<file path="config.mk">
export PLATFORM = sky130hd
export DESIGN_NAME = trimmed_mean_window_filter_top
export DESIGN_NICKNAME = d
export VERILOG_FILES = /design/src/tmwf_pkg.sv /design/src/trimmed_mean_window_filter_top.sv /design/src/tmwf_cell.sv /design/src/tmwf_divider.sv
export SDC_FILE = /design/constraint.sdc
export NUM_CORES = 2
export LEC_CHECK = 0
export BUFFER_PORTS_ARGS = -buffer_cell sky130_fd_sc_hd__buf_2
export CORE_MARGIN = 3
export CORE_UTILIZATION = 40
export CTS_BUF_LIST = sky130_fd_sc_hd__clkbuf_4
export CTS_CLUSTER_SIZE = 40
export DETAILED_ROUTE_END_ITERATION = 10
export REMOVE_ABC_BUFFERS = 1
export SLEW_MARGIN = 25
export SYNTH_ARGS = -nofsm -noshare
export SYNTH_HDL_FRONTEND = slang
export SYNTH_HIERARCHICAL = 1
export SYNTH_SLANG_ARGS = --single-unit
</file>
<file path="constraint.sdc">
create_clock -name clk -period 13.2 [get_ports clk]
set_input_delay 0 -clock clk [delete_from_list [all_inputs] [get_ports clk]]
set_output_delay 0 -clock clk [all_outputs]
set_load 0.02 [all_outputs]
</file>
<file path="src/tmwf_pkg.sv">
// shared types, constants and trim-bound helpers for the trimmed mean window filter
package tmwf_pkg;

    localparam int SAMPLE_W    = 16;
    localparam int CFG_W       = 5;
    localparam int APB_DW      = 32;
    localparam int APB_AW      = 3;
    localparam int WIN_MIN     = 3;
    localparam int WIN_RESET   = 3;
    localparam int TRIM_LO_PCT = 15;
    localparam int TRIM_HI_PCT = 85;
    localparam int PCT_SCALE   = 100;

    // register index, taken from paddr[2]
    localparam logic REG_WINDOW = 1'b0;

    typedef logic signed [SAMPLE_W-1:0] sample_t;

    typedef enum logic [1:0] {
        CELL_HOLD,
        CELL_CLEAR,
        CELL_INSERT,
        CELL_SHIFT
    } cell_op_t;

    typedef struct packed {
        cell_op_t op;
        sample_t  data;
    } cell_ctrl_t;

    typedef struct packed {
        logic    vld;
        logic    gt;
        sample_t value;
    } cell_link_t;

    typedef enum logic [2:0] {
        ST_IDLE,
        ST_LOAD,
        ST_SUM,
        ST_DIV,
        ST_DONE
    } state_t;

    // first kept rank, evaluated on constants only
    function automatic int trim_lo_of(input int n);
        int lo;
        lo = (n * TRIM_LO_PCT) / PCT_SCALE;
        if (lo < 1)
        begin
            lo = 1;
        end
        return lo;
    endfunction

    // first dropped rank at the top end
    function automatic int trim_hi_of(input int n);
        int hi;
        hi = (n * TRIM_HI_PCT) / PCT_SCALE + 1;
        if (hi > n - 1)
        begin
            hi = n - 1;
        end
        return hi;
    endfunction

endpackage

</file>
<file path="src/trimmed_mean_window_filter_top.sv">
// top level of the trimmed mean window filter: ring store, sorting chain, sum and divide
//
//  channel   | valid           | stall           | payload
//  ----------+-----------------+-----------------+--------------------------------
//  input     | sample_valid    | sample_stall    | sample (signed 16)
//  output    | smoothed_valid  | smoothed_stall  | smoothed (signed 16)
//  config    | psel & penable  | pready (=1)     | paddr, pwrite, pwdata, prdata
//
// a sample passes through the one-value-per-cycle insert into the cell chain, the
// shift-out of the sorted chain and the one-bit-per-cycle divider before its result
// is registered; the accumulator is SUM_W bits wide (21 for a 16 entry window)
// reset clears the ring store, write pointer and chain, and sets the window to 3
// sample_stall stays high from the transfer until the result has moved to the output
// register; a stalled output holds its result while the next sample is accepted
module trimmed_mean_window_filter_top
    import tmwf_pkg::*;
#(
    parameter int MAX_WINDOW = 16
)
(
    input  logic                       clk,
    input  logic                       rst_n,
    // sample channel
    input  logic                       sample_valid,
    output logic                       sample_stall,
    input  logic signed [SAMPLE_W-1:0] sample,
    // result channel
    output logic                       smoothed_valid,
    input  logic                       smoothed_stall,
    output logic signed [SAMPLE_W-1:0] smoothed,
    // configuration port
    input  logic                       psel,
    input  logic                       penable,
    input  logic                       pwrite,
    input  logic        [APB_AW-1:0]   paddr,
    input  logic        [APB_DW-1:0]   pwdata,
    output logic        [APB_DW-1:0]   prdata,
    output logic                       pready
);

    localparam int WIN_W = $clog2(MAX_WINDOW + 1);
    localparam int PTR_W = $clog2(MAX_WINDOW);
    localparam int SUM_W = SAMPLE_W + WIN_W;

    // window size register and its write decode
    logic [WIN_W-1:0] window_reg;
    logic [WIN_W-1:0] window_next;
    logic             cfg_we;
    logic [CFG_W-1:0] cfg_odd;

    // ring store and pointer
    sample_t          store_reg [MAX_WINDOW];
    logic [PTR_W-1:0] wp_reg;
    logic [PTR_W-1:0] wp_next;
    logic [WIN_W-1:0] wp_inc;
    logic             store_we;
    sample_t          store_rd;

    // sequencer
    state_t           state_reg;
    state_t           state_next;
    logic [WIN_W-1:0] rd_reg;
    logic [WIN_W-1:0] rd_next;
    logic [WIN_W-1:0] rank_reg;
    logic [WIN_W-1:0] rank_next;
    logic signed [SUM_W-1:0] acc_reg;
    logic signed [SUM_W-1:0] acc_next;

    // trim bounds for every window size
    logic [WIN_W-1:0] lo_tab [MAX_WINDOW+1];
    logic [WIN_W-1:0] hi_tab [MAX_WINDOW+1];
    logic [WIN_W-1:0] trim_lo;
    logic [WIN_W-1:0] trim_hi;
    logic             in_range;
    logic             last_rank;

    // cell chain
    cell_ctrl_t       cell_ctrl;
    cell_link_t       links [MAX_WINDOW];

    // divider and output register
    logic             div_start;
    logic             div_done;
    sample_t          div_quotient;
    logic             out_load;
    logic             smoothed_valid_reg;
    sample_t          smoothed_reg;

    // ---------------------------------------------------------------- config port
    assign cfg_we  = psel && penable && pwrite && (paddr[APB_AW-1] == REG_WINDOW);
    // even values round up; a 5-bit even value plus one still fits
    assign cfg_odd = pwdata[CFG_W-1:0] | CFG_W'(1);

    always_comb
    begin
        if (int'(cfg_odd) > MAX_WINDOW)
        begin
            window_next = WIN_W'(MAX_WINDOW);
        end
        else if (int'(cfg_odd) < WIN_MIN)
        begin
            window_next = WIN_W'(WIN_MIN);
        end
        else
        begin
            window_next = WIN_W'(cfg_odd);
        end
    end

    assign pready = 1'b1;
    assign prdata = (paddr[APB_AW-1] == REG_WINDOW) ? APB_DW'(window_reg) : '0;

    // ---------------------------------------------------------------- trim tables
    for (genvar g = 0; g <= MAX_WINDOW; g++)
    begin : g_bounds
        assign lo_tab[g] = WIN_W'(trim_lo_of(g));
        assign hi_tab[g] = WIN_W'(trim_hi_of(g));
    end

    assign trim_lo   = lo_tab[window_reg];
    assign trim_hi   = hi_tab[window_reg];
    assign in_range  = (rank_reg >= trim_lo) && (rank_reg < trim_hi);
    assign last_rank = (rank_reg == trim_hi - 1'b1);

    // ---------------------------------------------------------------- ring store
    // pointer advances first, then the sample lands in the new slot
    assign wp_inc   = WIN_W'(wp_reg) + 1'b1;
    assign store_rd = store_reg[rd_reg[PTR_W-1:0]];

    // ---------------------------------------------------------------- sequencer
    always_comb
    begin
        state_next     = state_reg;
        wp_next        = wp_reg;
        rd_next        = rd_reg;
        rank_next      = rank_reg;
        acc_next       = acc_reg;
        cell_ctrl.op   = CELL_HOLD;
        cell_ctrl.data = store_rd;
        store_we       = 1'b0;
        div_start      = 1'b0;
        out_load       = 1'b0;
        unique case (state_reg)
            ST_IDLE:
            begin
                if (sample_valid)
                begin
                    wp_next      = (wp_inc >= window_reg) ? '0 : wp_inc[PTR_W-1:0];
                    store_we     = 1'b1;
                    cell_ctrl.op = CELL_CLEAR;
                    rd_next      = '0;
                    acc_next     = '0;
                    state_next   = ST_LOAD;
                end
            end
            ST_LOAD:
            begin
                // one window entry per cycle into the chain
                cell_ctrl.op = CELL_INSERT;
                rd_next      = rd_reg + 1'b1;
                if (rd_reg == window_reg - 1'b1)
                begin
                    rank_next  = '0;
                    state_next = ST_SUM;
                end
            end
            ST_SUM:
            begin
                // the smallest remaining value sits in cell 0
                cell_ctrl.op = CELL_SHIFT;
                if (in_range)
                begin
                    acc_next = acc_reg + SUM_W'(links[0].value);
                end
                rank_next = rank_reg + 1'b1;
                if (last_rank)
                begin
                    div_start  = 1'b1;
                    state_next = ST_DIV;
                end
            end
            ST_DIV:
            begin
                if (div_done)
                begin
                    state_next = ST_DONE;
                end
            end
            ST_DONE:
            begin
                // output register free, or emptied at this edge
                if (!smoothed_valid_reg || !smoothed_stall)
                begin
                    out_load   = 1'b1;
                    state_next = ST_IDLE;
                end
            end
            default:
            begin
                state_next = ST_IDLE;
            end
        endcase
    end

    always_ff @(posedge clk or negedge rst_n)
    begin
        if (!rst_n)
        begin
            state_reg  <= ST_IDLE;
            window_reg <= WIN_W'(WIN_RESET);
            wp_reg     <= '0;
            rd_reg     <= '0;
            rank_reg   <= '0;
            acc_reg    <= '0;
            for (int i = 0; i < MAX_WINDOW; i++)
            begin
                store_reg[i] <= '0;
            end
        end
        else
        begin
            state_reg <= state_next;
            rd_reg    <= rd_next;
            rank_reg  <= rank_next;
            acc_reg   <= acc_next;
            if (cfg_we)
            begin
                // a new window size starts from an empty store
                window_reg <= window_next;
                wp_reg     <= '0;
                for (int i = 0; i < MAX_WINDOW; i++)
                begin
                    store_reg[i] <= '0;
                end
            end
            else
            begin
                wp_reg <= wp_next;
                if (store_we)
                begin
                    store_reg[wp_next] <= sample;
                end
            end
        end
    end

    // ---------------------------------------------------------------- cell chain
    for (genvar c = 0; c < MAX_WINDOW; c++)
    begin : g_cell
        cell_link_t left_l;
        cell_link_t right_l;

        if (c == 0)
        begin : g_head
            assign left_l = '{vld: 1'b0, gt: 1'b0, value: '0};
        end
        else
        begin : g_mid
            assign left_l = links[c-1];
        end

        if (c == MAX_WINDOW - 1)
        begin : g_tail
            assign right_l = '{vld: 1'b0, gt: 1'b1, value: '0};
        end
        else
        begin : g_body
            assign right_l = links[c+1];
        end

        tmwf_cell u_cell (
            .clk        (clk),
            .rst_n      (rst_n),
            .ctrl       (cell_ctrl),
            .left_link  (left_l),
            .right_link (right_l),
            .link       (links[c])
        );
    end

    // ---------------------------------------------------------------- divide
    tmwf_divider #(
        .DVD_W (SUM_W),
        .DVS_W (WIN_W),
        .QUO_W (SAMPLE_W)
    ) u_divider (
        .clk      (clk),
        .rst_n    (rst_n),
        .start    (div_start),
        .dividend (acc_next),
        .divisor  (trim_hi - trim_lo),
        .done     (div_done),
        .quotient (div_quotient)
    );

    // ---------------------------------------------------------------- output register
    always_ff @(posedge clk or negedge rst_n)
    begin
        if (!rst_n)
        begin
            smoothed_valid_reg <= 1'b0;
        end
        else if (out_load)
        begin
            smoothed_valid_reg <= 1'b1;
        end
        else if (!smoothed_stall)
        begin
            smoothed_valid_reg <= 1'b0;
        end
    end

    always_ff @(posedge clk)
    begin
        if (out_load)
        begin
            smoothed_reg <= div_quotient;
        end
    end

    assign smoothed_valid = smoothed_valid_reg;
    assign smoothed       = smoothed_reg;
    assign sample_stall   = (state_reg != ST_IDLE);

endmodule

</file>
<file path="src/tmwf_cell.sv">
// one cell of the sorting chain: holds one window value, inserts and shifts with neighbors
module tmwf_cell
    import tmwf_pkg::*;
(
    input  logic       clk,
    input  logic       rst_n,
    input  cell_ctrl_t ctrl,
    input  cell_link_t left_link,
    input  cell_link_t right_link,
    output cell_link_t link
);

    logic    vld_reg;
    logic    vld_next;
    sample_t val_reg;
    sample_t val_next;
    logic    gt;

    // empty cells count as larger than anything
    assign gt = !vld_reg || (ctrl.data < val_reg);

    always_comb
    begin
        vld_next = vld_reg;
        val_next = val_reg;
        unique case (ctrl.op)
            CELL_CLEAR:
            begin
                vld_next = 1'b0;
            end
            CELL_INSERT:
            begin
                if (gt)
                begin
                    if (left_link.gt)
                    begin
                        vld_next = left_link.vld;
                        val_next = left_link.value;
                    end
                    else
                    begin
                        vld_next = 1'b1;
                        val_next = ctrl.data;
                    end
                end
            end
            CELL_SHIFT:
            begin
                vld_next = right_link.vld;
                val_next = right_link.value;
            end
            default:
            begin
                vld_next = vld_reg;
            end
        endcase
    end

    always_ff @(posedge clk or negedge rst_n)
    begin
        if (!rst_n)
        begin
            vld_reg <= 1'b0;
        end
        else
        begin
            vld_reg <= vld_next;
        end
    end

    always_ff @(posedge clk)
    begin
        val_reg <= val_next;
    end

    assign link = '{vld: vld_reg, gt: gt, value: val_reg};

endmodule

</file>
<file path="src/tmwf_divider.sv">
// serial restoring divider, signed dividend by unsigned divisor, truncates toward zero
module tmwf_divider
    import tmwf_pkg::*;
#(
    parameter int DVD_W = 21,
    parameter int DVS_W = 5,
    parameter int QUO_W = 16
)
(
    input  logic                    clk,
    input  logic                    rst_n,
    input  logic                    start,
    input  logic signed [DVD_W-1:0] dividend,
    input  logic        [DVS_W-1:0] divisor,
    output logic                    done,
    output logic signed [QUO_W-1:0] quotient
);

    localparam int CNT_W = $clog2(DVD_W + 1);

    logic             busy_reg;
    logic             done_reg;
    logic [CNT_W-1:0] cnt_reg;
    logic             neg_reg;
    logic [DVS_W-1:0] dvs_reg;
    logic [DVS_W-1:0] rem_reg;
    logic [DVD_W-1:0] quo_reg;

    logic [DVD_W-1:0] mag;
    logic [DVS_W:0]   shifted;
    logic [DVS_W:0]   diff;
    logic             fits;
    logic [DVD_W-1:0] q_signed;

    assign mag     = dividend[DVD_W-1] ? (~dividend + 1'b1) : dividend;
    assign shifted = {rem_reg, quo_reg[DVD_W-1]};
    assign diff    = shifted - {1'b0, dvs_reg};
    assign fits    = (shifted >= {1'b0, dvs_reg});

    always_ff @(posedge clk or negedge rst_n)
    begin
        if (!rst_n)
        begin
            busy_reg <= 1'b0;
            done_reg <= 1'b0;
            cnt_reg  <= '0;
        end
        else
        begin
            done_reg <= 1'b0;
            if (start)
            begin
                busy_reg <= 1'b1;
                cnt_reg  <= CNT_W'(DVD_W);
            end
            else if (busy_reg)
            begin
                cnt_reg <= cnt_reg - 1'b1;
                if (cnt_reg == CNT_W'(1))
                begin
                    busy_reg <= 1'b0;
                    done_reg <= 1'b1;
                end
            end
        end
    end

    always_ff @(posedge clk)
    begin
        if (start)
        begin
            neg_reg <= dividend[DVD_W-1];
            dvs_reg <= divisor;
            rem_reg <= '0;
            quo_reg <= mag;
        end
        else if (busy_reg)
        begin
            if (fits)
            begin
                rem_reg <= diff[DVS_W-1:0];
                quo_reg <= {quo_reg[DVD_W-2:0], 1'b1};
            end
            else
            begin
                rem_reg <= shifted[DVS_W-1:0];
                quo_reg <= {quo_reg[DVD_W-2:0], 1'b0};
            end
        end
    end

    assign q_signed = neg_reg ? (~quo_reg + 1'b1) : quo_reg;
    assign quotient = q_signed[QUO_W-1:0];
    assign done     = done_reg;

endmodule

</file>
==> results.sh <==
export IMPL_rsz0062_at_grt="false"
export IMPL_die_w_um=324
export IMPL_p_leak_nw=20.7
export IMPL_ant_nets=0
export IMPL_netlist_instances=4028
export IMPL_setup_total_negative_slack_ns=0
export IMPL_setup_viol=0
export IMPL_post_cts_resized=0
export IMPL_grt_use_total_pct=19.8
export IMPL_drt_total_wl_mm=104
export IMPL_maxCapViolations=0
export IMPL_slew_viol_final=0
export IMPL_grt_max_degree=226
export IMPL_outcome="finished clean"
export IMPL_hold_violations=0
export IMPL_syn_area_per_cell_um2=10.1
export IMPL_endpoint_kind="flop"
export IMPL_initial_core_util_pct=40.4
export IMPL_p_int_mw=6.47
export IMPL_utilization_pct=44.8
export IMPL_relSlewSlack_pct=29.7
export IMPL_placedCellCount=5276
export IMPL_antenna_found_initial=8
export IMPL_cp_arrival_ns=7.05
export IMPL_power_frac_clock_pct=15.8
export IMPL_dieArea_um2=105000
export IMPL_final_nets=4508
export IMPL_clk_latency_ns=1.09
export IMPL_fin_crit_sh_pct=46.2
export IMPL_dp_slack_ns=6.93
export IMPL_core_area_um2=100000
export IMPL_crit_required_ns=14.15
export IMPL_clock_sinks=627
export IMPL_powerDensity_nw_per_um2=258
export IMPL_synth_area_um2=40500
export IMPL_grt_pass1_wl_mm=166
export IMPL_combPwrFrac_pct=51.9
export IMPL_ys_warn_count=6
export IMPL_clkTransAtPathRegs_ns=0.08
export IMPL_finalWorstSetupSlack_ns=7.11
export IMPL_worst_pin_slew_ns=1.05
export IMPL_seqPwrFrac_pct=32.3
export IMPL_drt_wirelength_per_cell_um=18.3
export IMPL_hold_class="in -> async"
export IMPL_ios=109
export IMPL_port_buffers=50
export IMPL_p_sw_mw=5.11
export IMPL_dp_hpwl_mm=67.7
export IMPL_cp_start_kind="flop"
export IMPL_power_mw=11.6
export IMPL_gp_congestion=0.818
export IMPL_place_area_um2=41900
export IMPL_p_sw_share_pct=44.2
export IMPL_rr_worst_depth=13
export IMPL_drive_gt1_share_pct=13.2
export IMPL_cts_htree_levels=4
export IMPL_synthToLayoutAreaGrowth_pct=10.9
export IMPL_num_rows=116
export IMPL_fillers=9603
export IMPL_firstDrtPassIters=6
export IMPL_clockBufferDepth=3
export IMPL_ir_worst_vdd_mv=0.0962
export IMPL_num_vias=30400
export IMPL_worst_hold_slack_ns=0.0692
export IMPL_crit_type="reg -> reg"
export IMPL_cts_buffers=174
export IMPL_grt_pass1_vias=30000
export IMPL_drc=0
export IMPL_vias_per_cell=5.36
export IMPL_fin_cells=5665
export IMPL_tritoncts="yes"
export IMPL_design_area_um2=44900
export IMPL_final_setup_skew_ns=0.0540
export IMPL_ctsRootBufferMaster="clkbuf_4"
export IMPL_die_y_um=324
export IMPL_crit_fanout=32
export IMPL_period_needed_ns=6.09
export IMPL_drtIter0Drc=2377
export IMPL_overflow=0
export IMPL_fmax_mhz=164
-- power by group through the flow --
stage / Clock, mW / Combinational, mW / Sequential, mW
6_report: 1.83 / 6.00 / 3.75
5_1_grt: 2.00 / 6.68 / 3.83
4_1_cts: 1.89 / 5.95 / 3.75
3_5_place_dp: 0 / 5.91 / 3.79
3_3_place_gp: 0 / 5.74 / 3.78
2_1_floorplan: 0 / 4.39 / 3.60
-- layout make-up --
class / count / area (µm²) / share of cell area, %
inverters: 299 / 1120 / 2.50
repair buffers: 166 / 1350 / 3.00
clock buffers: 269 / 2020 / 4.49
multi-input cells: 2888 / 21300 / 47.4
clock inverters: 47 / 260 / 0.579
flip-flops and latches: 627 / 17200 / 38.2
diodes: 12 / 30.0 / 0.0668
well taps: 1357 / 1700 / 3.78
-- path summary, 6_finish.rpt --
check	start	to	slack (ns)
max	rd_reg[0]	g_cell[9].u_cell/vld_reg	7.11
min	rst_n	store_reg[182]	0.07
max reg2reg	rd_reg[0]	g_cell[9].u_cell/vld_reg	7.11
min reg2reg	u_divider/rem_reg[4]	u_divider/rem_reg[4]	0.49
max in group asynchronous	rst_n	g_cell[8].u_cell/vld_reg	11.14
min in group clk	sample_valid	acc_reg[20]	0.17
-- metal layers --
layer	GRT usage, %	vias to the layer above	share of wire [%]
met3	3.21	147	4.5
met4	5.33	4	1.6
met2	31.9	657	47
met1	27.7	14900	47
met5	0	-	0.029
li1	-	14600	-
-- critical path, cell delays in order, from the launching register on --
cell and delay [ns]:
dfrtp_4 0.72, buf_4 0.54, buf_16 0.29, mux4_2 0.55, mux4_2 0.84, ha_1 0.53
nand4_1 0.16, nor3_1 0.32, a31oi_2 0.17, a21boi_2 0.22, o21ai_4 0.66, nor4bb_1 0.55
o22ai_1 0.15, a21o_1 0.17
-- layout by cell type (no fill, tap or decap), types with 7 or more instances in the layout --
| cell | n |
|---|---|
| a2111o_1 | 17 |
| nor3_1 | 58 |
| nor4bb_1 | 16 |
| nand4_1 | 65 |
| ha_1 | 291 |
| edfxtp_1 | 299 |
| nor2_1 | 303 |
| clkinv_1 | 32 |
| nand4b_1 | 16 |
| a21oi_1 | 184 |
| o22ai_1 | 18 |
| nor2b_1 | 51 |
| mux4_2 | 79 |
| xor2_1 | 32 |
| nand2b_1 | 26 |
| dlygate4sd3_1 | 58 |
| nand3_1 | 69 |
| nand3b_1 | 40 |
| nand2_1 | 456 |
| xnor2_1 | 36 |
| dfrtp_1 | 319 |
| buf_4 | 52 |
| a21boi_2 | 16 |
| or4_1 | 7 |
| diode_2 | 12 |
| clkbuf_4 | 269 |
| mux2i_1 | 481 |
| and3_1 | 14 |
| conb_1 | 63 |
| a31oi_2 | 16 |
| and2_1 | 14 |
| inv_1 | 298 |
| a21o_1 | 34 |
| buf_2 | 49 |
| a31oi_1 | 7 |
| o21ai_4 | 14 |
| nand2b_4 | 16 |
| o21ai_0 | 349 |
-- what timing repair did --
item,CTS,global route
endpoints found under the setup margin,0,0
endpoints found under the hold margin,447,0
hold buffers,60,0
buffers inserted,0,0
Power figures use the tool's default switching activity.
